===== src/design/sfd_pkg.sv =====
// ----------------------------------------------------------------------------
// sfd_pkg
// Shared widths, reset values and register indexes of the sync stuffed
// frame decoder.
// ----------------------------------------------------------------------------
package sfd_pkg;

    localparam int BYTE_W       = 8;
    localparam int POS_W        = 16;
    localparam int HEADER_BYTES = 2;

    localparam logic [BYTE_W-1:0] SYNC_RESET     = 8'd126;
    localparam logic [POS_W-1:0]  CAPACITY_RESET = 16'd256;

    // Configuration register indexes.
    typedef enum logic [0:0] {
        CFG_SYNC_VALUE       = 1'b0,
        CFG_PAYLOAD_CAPACITY = 1'b1
    } t_cfg_index;

endpackage


===== src/design/sync_stuffed_frame_decoder.sv =====
// ----------------------------------------------------------------------------
// sync_stuffed_frame_decoder
// Byte-wide deframer for sync-delimited, byte-stuffed frames with a
// two-byte little-endian length header.
// ----------------------------------------------------------------------------
// The decoder takes one input transaction per clock and returns at most one
// result transaction for it, registered in the cycle after acceptance. Each transaction is
// either a received byte or a rearm command. After rearm or reset the block
// hunts for the sync byte, then reads a little-endian 16-bit length and that
// many payload bytes. A sync byte inside header or payload is sent doubled; a
// lone sync followed by another byte aborts the frame (a result with aborted
// set) and that byte becomes the first header byte of a new frame. Every
// destuffed payload byte is reported with its offset, and the final one has
// last set; a zero length completes at the end of the header. Once the
// payload reaches payload_capacity without completing, a result with overrun
// set is given and further bytes are dropped until rearm, as they are after
// a completed frame. Sustained rate is one transaction per cycle: the whole
// decision is made combinationally from the phase, position and header
// registers, and the result register is reloaded in the same cycle it is
// drained, so transactions flow back to back while results are taken. A
// result left waiting holds off the input until it is taken, whether or not
// the next transaction would give a result. The configuration port is always
// ready and should be written only while no transaction is in flight.
// ----------------------------------------------------------------------------
module sync_stuffed_frame_decoder
    import sfd_pkg::*;
(
    input  logic              i_clk,
    input  logic              i_rst_n,

    input  logic              i_cfg_valid,
    output logic              o_cfg_ready,
    input  t_cfg_index        i_cfg_index,
    input  logic [POS_W-1:0]  i_cfg_data,

    input  logic              i_in_valid,
    output logic              o_in_ready,
    input  logic              i_command,
    input  logic [BYTE_W-1:0] i_rx_byte,

    output logic              o_out_valid,
    input  logic              i_out_ready,
    output logic              o_byte_valid,
    output logic [BYTE_W-1:0] o_data_byte,
    output logic [POS_W-1:0]  o_byte_offset,
    output logic              o_last,
    output logic              o_aborted,
    output logic              o_overrun,
    output logic [POS_W-1:0]  o_frame_length
);

    typedef enum logic [2:0] {
        PH_HUNT,
        PH_HEADER,
        PH_HEADER_SYNC,
        PH_PAYLOAD,
        PH_PAYLOAD_SYNC,
        PH_COMPLETE,
        PH_OVERRUN
    } t_phase;

    // Configuration registers.
    logic [BYTE_W-1:0] r_sync;
    logic [POS_W-1:0]  r_capacity;

    // Frame state.
    t_phase            r_phase, n_phase;
    logic [POS_W-1:0]  r_pos, n_pos;
    logic [BYTE_W-1:0] r_len_lo, n_len_lo;
    logic [BYTE_W-1:0] r_len_hi, n_len_hi;

    // Result register.
    logic              r_out_valid;
    logic              r_byte_valid;
    logic [BYTE_W-1:0] r_data_byte;
    logic [POS_W-1:0]  r_byte_offset;
    logic              r_last;
    logic              r_aborted;
    logic              r_overrun;
    logic [POS_W-1:0]  r_frame_length;

    // Next result.
    logic              n_out_valid;
    logic              n_byte_valid;
    logic [BYTE_W-1:0] n_data_byte;
    logic [POS_W-1:0]  n_byte_offset;
    logic              n_last;
    logic              n_aborted;
    logic              n_overrun;
    logic [POS_W-1:0]  n_frame_length;

    logic              w_in_acc;
    logic              w_is_sync;
    logic [POS_W-1:0]  w_pos_inc;
    logic [POS_W-1:0]  w_len;
    logic              w_hdr_done;
    logic              w_pay_byte;

    assign o_cfg_ready = 1'b1;
    // The result register frees up in the same cycle it is drained.
    assign o_in_ready  = !r_out_valid || i_out_ready;
    assign w_in_acc    = i_in_valid && o_in_ready;

    assign w_is_sync = (i_rx_byte == r_sync);
    assign w_pos_inc = r_pos + POS_W'(1);
    assign w_len     = {r_len_hi, r_len_lo};

    always_comb begin
        n_phase        = r_phase;
        n_pos          = r_pos;
        n_len_lo       = r_len_lo;
        n_len_hi       = r_len_hi;
        n_out_valid    = 1'b0;
        n_byte_valid   = 1'b0;
        n_data_byte    = '0;
        n_byte_offset  = '0;
        n_last         = 1'b0;
        n_aborted      = 1'b0;
        n_overrun      = 1'b0;
        n_frame_length = '0;
        w_hdr_done     = 1'b0;
        w_pay_byte     = 1'b0;

        if (i_command) begin
            n_phase = PH_HUNT;
            n_pos   = '0;
        end else begin
            unique case (r_phase)
                PH_HUNT: begin
                    if (w_is_sync) begin
                        n_phase = PH_HEADER;
                        n_pos   = '0;
                    end
                end
                PH_HEADER: begin
                    if (r_pos < POS_W'(HEADER_BYTES)) begin
                        if (r_pos[0]) begin
                            n_len_hi = i_rx_byte;
                        end else begin
                            n_len_lo = i_rx_byte;
                        end
                    end
                    if (w_is_sync) begin
                        n_phase = PH_HEADER_SYNC;
                    end else begin
                        n_pos = w_pos_inc;
                        w_hdr_done = (w_pos_inc >= POS_W'(HEADER_BYTES));
                    end
                end
                PH_HEADER_SYNC: begin
                    if (w_is_sync) begin
                        n_pos   = w_pos_inc;
                        n_phase = PH_HEADER;
                        w_hdr_done = (w_pos_inc >= POS_W'(HEADER_BYTES));
                    end
                end
                PH_PAYLOAD: begin
                    if (w_is_sync) begin
                        n_phase = PH_PAYLOAD_SYNC;
                    end else begin
                        w_pay_byte = 1'b1;
                    end
                end
                PH_PAYLOAD_SYNC: begin
                    w_pay_byte = w_is_sync;
                end
                default: begin
                    // Completed or overrun: bytes are dropped until rearm.
                end
            endcase

            // A lone sync in header or payload aborts and restarts the header.
            if ((r_phase == PH_HEADER_SYNC || r_phase == PH_PAYLOAD_SYNC) && !w_is_sync) begin
                n_len_lo    = i_rx_byte;
                n_pos       = POS_W'(1);
                n_phase     = PH_HEADER;
                n_out_valid = 1'b1;
                n_aborted   = 1'b1;
            end

            if (w_hdr_done) begin
                n_pos = '0;
                if ({n_len_hi, n_len_lo} == '0) begin
                    n_phase     = PH_COMPLETE;
                    n_out_valid = 1'b1;
                    n_last      = 1'b1;
                end else if (r_capacity == '0) begin
                    n_phase        = PH_OVERRUN;
                    n_out_valid    = 1'b1;
                    n_overrun      = 1'b1;
                    n_frame_length = r_capacity;
                end else begin
                    n_phase = PH_PAYLOAD;
                end
            end

            if (w_pay_byte) begin
                n_pos          = w_pos_inc;
                n_out_valid    = 1'b1;
                n_byte_valid   = 1'b1;
                n_data_byte    = i_rx_byte;
                n_byte_offset  = r_pos;
                n_frame_length = w_len;
                priority if (w_pos_inc == w_len) begin
                    n_phase = PH_COMPLETE;
                    n_last  = 1'b1;
                end else if (w_pos_inc >= r_capacity) begin
                    n_phase        = PH_OVERRUN;
                    n_overrun      = 1'b1;
                    n_frame_length = r_capacity;
                end else begin
                    n_phase = PH_PAYLOAD;
                end
            end
        end
    end

    // Control state and configuration.
    always_ff @(posedge i_clk) begin
        if (!i_rst_n) begin
            r_sync      <= SYNC_RESET;
            r_capacity  <= CAPACITY_RESET;
            r_phase     <= PH_HUNT;
            r_pos       <= '0;
            r_len_lo    <= '0;
            r_len_hi    <= '0;
            r_out_valid <= 1'b0;
        end else begin
            if (i_cfg_valid) begin
                unique case (i_cfg_index)
                    CFG_SYNC_VALUE:       r_sync     <= i_cfg_data[BYTE_W-1:0];
                    CFG_PAYLOAD_CAPACITY: r_capacity <= i_cfg_data;
                    default:              r_sync     <= r_sync;
                endcase
            end
            if (w_in_acc) begin
                r_phase     <= n_phase;
                r_pos       <= n_pos;
                r_len_lo    <= n_len_lo;
                r_len_hi    <= n_len_hi;
                r_out_valid <= n_out_valid;
            end else if (i_out_ready) begin
                r_out_valid <= 1'b0;
            end
        end
    end

    // Result payload, loaded with every accepted transaction.
    always_ff @(posedge i_clk) begin
        if (w_in_acc) begin
            r_byte_valid   <= n_byte_valid;
            r_data_byte    <= n_data_byte;
            r_byte_offset  <= n_byte_offset;
            r_last         <= n_last;
            r_aborted      <= n_aborted;
            r_overrun      <= n_overrun;
            r_frame_length <= n_frame_length;
        end
    end

    assign o_out_valid    = r_out_valid;
    assign o_byte_valid   = r_byte_valid;
    assign o_data_byte    = r_data_byte;
    assign o_byte_offset  = r_byte_offset;
    assign o_last         = r_last;
    assign o_aborted      = r_aborted;
    assign o_overrun      = r_overrun;
    assign o_frame_length = r_frame_length;

endmodule


===== config.mk =====
export PLATFORM = sky130hd
export DESIGN_NAME = sync_stuffed_frame_decoder
export DESIGN_NICKNAME = d
export VERILOG_FILES = /design/src/design/sfd_pkg.sv /design/src/design/sync_stuffed_frame_decoder.sv
export SDC_FILE = /design/constraint.sdc
export NUM_CORES = 1
export LEC_CHECK = 0
export BUFFER_PORTS_ARGS = -buffer_cell sky130_fd_sc_hd__buf_2
export CORE_MARGIN = 2
export CORE_UTILIZATION = 41
export CTS_BUF_LIST = sky130_fd_sc_hd__clkbuf_8
export DETAILED_ROUTE_END_ITERATION = 7
export PLACE_DENSITY = 0.72
export SLEW_MARGIN = 20
export SYNTH_ARGS = -nofsm -noshare
export SYNTH_HDL_FRONTEND = slang
export SYNTH_SLANG_ARGS = --single-unit

===== constraint.sdc =====
create_clock -name i_clk -period 3.6 [get_ports i_clk]
set_input_delay 0.36 -clock i_clk [delete_from_list [all_inputs] [get_ports i_clk]]
set_output_delay 0.36 -clock i_clk [all_outputs]
set_load 0.02 [all_outputs]

==> out/metrics.csv <==
metric;value;unit
critical_path_class;register to register;
r2r-start;r_pos[1];
row_count;44;
final_layout_size_suffix_gt1_frac;0.173;
cts_tree;built;
finalCriticalPeriod;3400;ps
grt_max_degree;38;
cts_root_buf;clkbuf_8;
setup_violations;0;
max_freq;0.295;GHz
cp.required;3890;ps
dr.first_iter.drc_count;469;
async_reset_ff_frac;0;
wl_met3;1.00;mm
syn_nets;722;
end_kind;register;
clk_latency;400;ps
grt_pass1_vias;4875;
critPathBufInv;2;
syn_area;0.00601;mm^2
max-cap-violations;0;
grt_pass1_wl;26.4;mm
cts_sinks;104;
clk_pin_slew;110;ps
vias;5311;
r2r_end;r_pos[7];
maxSlewViolCount;0;
grt_util_all_layers;0.212;
p_leak;2.79;nW
ios;78;
grt.overflow.total;0;
synthFlopType;dfxtp_1;
worstPathArrival;3690;ps
wl_met1;7.49;mm
dr.pass1.iters;8;
status;complete, no violations;
hp-start;i_cfg_data[15];
dp.cells;905;
initial_core_util;0.417;
reg2reg_slack;200;ps
design.die.area;0.0156;mm^2
final_common_cell;nand2_1;
cts_hold_buf;0;
hpwl;12.4;mm
synth_cell_types;66;
via_per_inst;5.76;
seq_area_frac_synth;0.420;
grt_antenna_before_repair;0;
die_x;125;um
fin_util;0.471;
reg2regPathDepth;11;
skew;17.2;ps
coreArea;0.0144;mm^2
synth-edff-count;44;
min_path_cells;3;
routedWlPerCell;18.0;um
fin_nets;782;
synthToLayoutAreaGrowth;13.0;%
htreeDepth;3;
postSynthCellCount;673;
die-height;125;um
tightest_slew;640;ps
critical-path-top-delay-family;compound AO/OA/AOI/OAI gates;
cpPeakStageDelay;490;ps
path_cells;ha_1 > nand3_1 > buf_4 > buf_4 > o21ai_0 > and3_1 > o2111ai_1 > o31a_1 > a211oi_2 > o21ai_0 > o311ai_1;
syn_avg_cell_area;8.93;um^2
ys_ff_latch;104;
yosysWarningCount;0;
ant_nets;0;
relSlewSlack;0.570;
drcViolationCount;0;
ir_drop;0.159;mV
critPathLaunchType;register;
critPathMaxFanout;9;
instances_no_fill;922;
power.density;339;mW/mm^2
fin_crit_sh;0.943;
antenna_cells;0;
route.top_layer_used;met4;
crit_start;r_pos[1];
final_cell_mix;77 x nand2_1, 76 x buf_2, 67 x nor2_1;
slowest_stage;dfxtp_1;
place.gp.congestion;0.992;
hold_viol_final;0;
hp-class;primary input to register;
numCtsBuffers;9;
route.met2.wl;7.75;mm
port_buffers;76;
drt_wl_total;16.6;mm
worstHoldEndpoint;r_capacity[15];
cts_buffer_depth;2;
[cell usage after synthesis, drive strengths merged (9+ instances only)]
master  instances  area (um^2)
nand2          77          289
mux2i          17          170
o211ai         13         97.6
nor2b           9         56.3
edfxtp         44         1320
dfxtp          60         1200
buf            17          100
a21oi          44          220
nand4          12         90.1
nand3          25          125
xnor2          24          210
nor3           15         75.1
a32o           17          170
xor2            9         78.8
nor2           68          255
ha             18          225
and2           23          144
o21ai          15         75.1
inv            35          131
nor4           15          109
clkbuf         31          118
[cells by family after synthesis]
kind of cell / share of synthesized area
other: 0.000624
muxes: 0.0283
and+or+nand+nor: 0.229
DFF: 0.420
adders and majority gates: 0.0375
AOI/OAI and AO/OA: 0.158
xor gates and xnor gates: 0.0671
buffers and inverters: 0.0587
[worst register-to-register path: stages (launching register included)]
cell	delay, ps
dfxtp_1	490
ha_1	230
nand3_1	230
buf_4	230
buf_4	160
o21ai_0	160
and3_1	200
o2111ai_1	150
o31a_1	410
a211oi_2	480
o21ai_0	240
o311ai_1	310
[worst max path at each step]
stage	end	slack, ps	cells past startpoint
floorplan	o_frame_length[12]	230	14
global placement	o_frame_length[3]	90	10
detailed placement	o_frame_length[5]	60	10
CTS	o_frame_length[1]	40	10
global route	o_frame_length[1]	-3	12
finish	r_pos[7]	200	11
[layer usage]
metal | up-vias | GRT usage
met4 | 0 | 0.0765
li1 | 2533 | -
met2 | 194 | 0.335
met3 | 26 | 0.0312
met1 | 2558 | 0.296
met5 | - | 0
[stage by stage]
| step | hold WS (ps) | setup TNS, ps | cell area, um^2 | power [mW] | setup WS (ps) |
|---|---|---|---|---|---|
| after global routing | 206 | -3.25 | 6790 | 2.38 | -3.25 |
| after CTS | 186 | 0 | 6750 | 2.31 | 41.6 |
| after detailed placement | 445 | 0 | 6550 | 1.57 | 58.8 |
| after global placement | 440 | 0 | 6550 | 1.57 | 89.8 |
| final | 191 | 0 | 6790 | 2.30 | 205 |
| after floorplan | 432 | 0 | 6010 | 1.48 | 228 |
[layout make-up]
| class | count | area [um^2] |
|---|---|---|
| timing repair buffer | 97 | 551 |
| tap | 184 | 230 |
| inverter | 36 | 135 |
| clock inverter | 4 | 32.5 |
| multi-input combinational | 485 | 3160 |
| fill | 1380 | 7630 |
| clock buffer | 12 | 165 |
| sequential | 104 | 2520 |
[where the power goes]
| group | leakage, nW | switching [mW] | total [mW] | internal (mW) |
|---|---|---|---|---|
| combinational | 1.75 | 0.174 | 0.265 | 0.0903 |
| clock | 0.106 | 0.436 | 0.753 | 0.317 |
| sequential | 0.942 | 0.0235 | 1.28 | 1.26 |
| total | 2.79 | 0.634 | 2.30 | 1.67 |
[flip-flops by register name, indices dropped and copies added, names as in the netlist]
name,flops
o_aborted,1
o_byte_offset,16
o_byte_valid,1
o_data_byte,8
o_frame_length,16
o_last,1
o_out_valid,1
o_overrun,1
r_capacity,16
r_len_hi,8
r_len_lo,8
r_phase,3
r_pos,16
r_sync,8
[repair_timing]
item,4_1_cts,5_1_grt
endpoints found under the setup margin,0,15
gates resized for setup,0,5
setup buffers,0,1
Power figures use the tool's default switching activity.
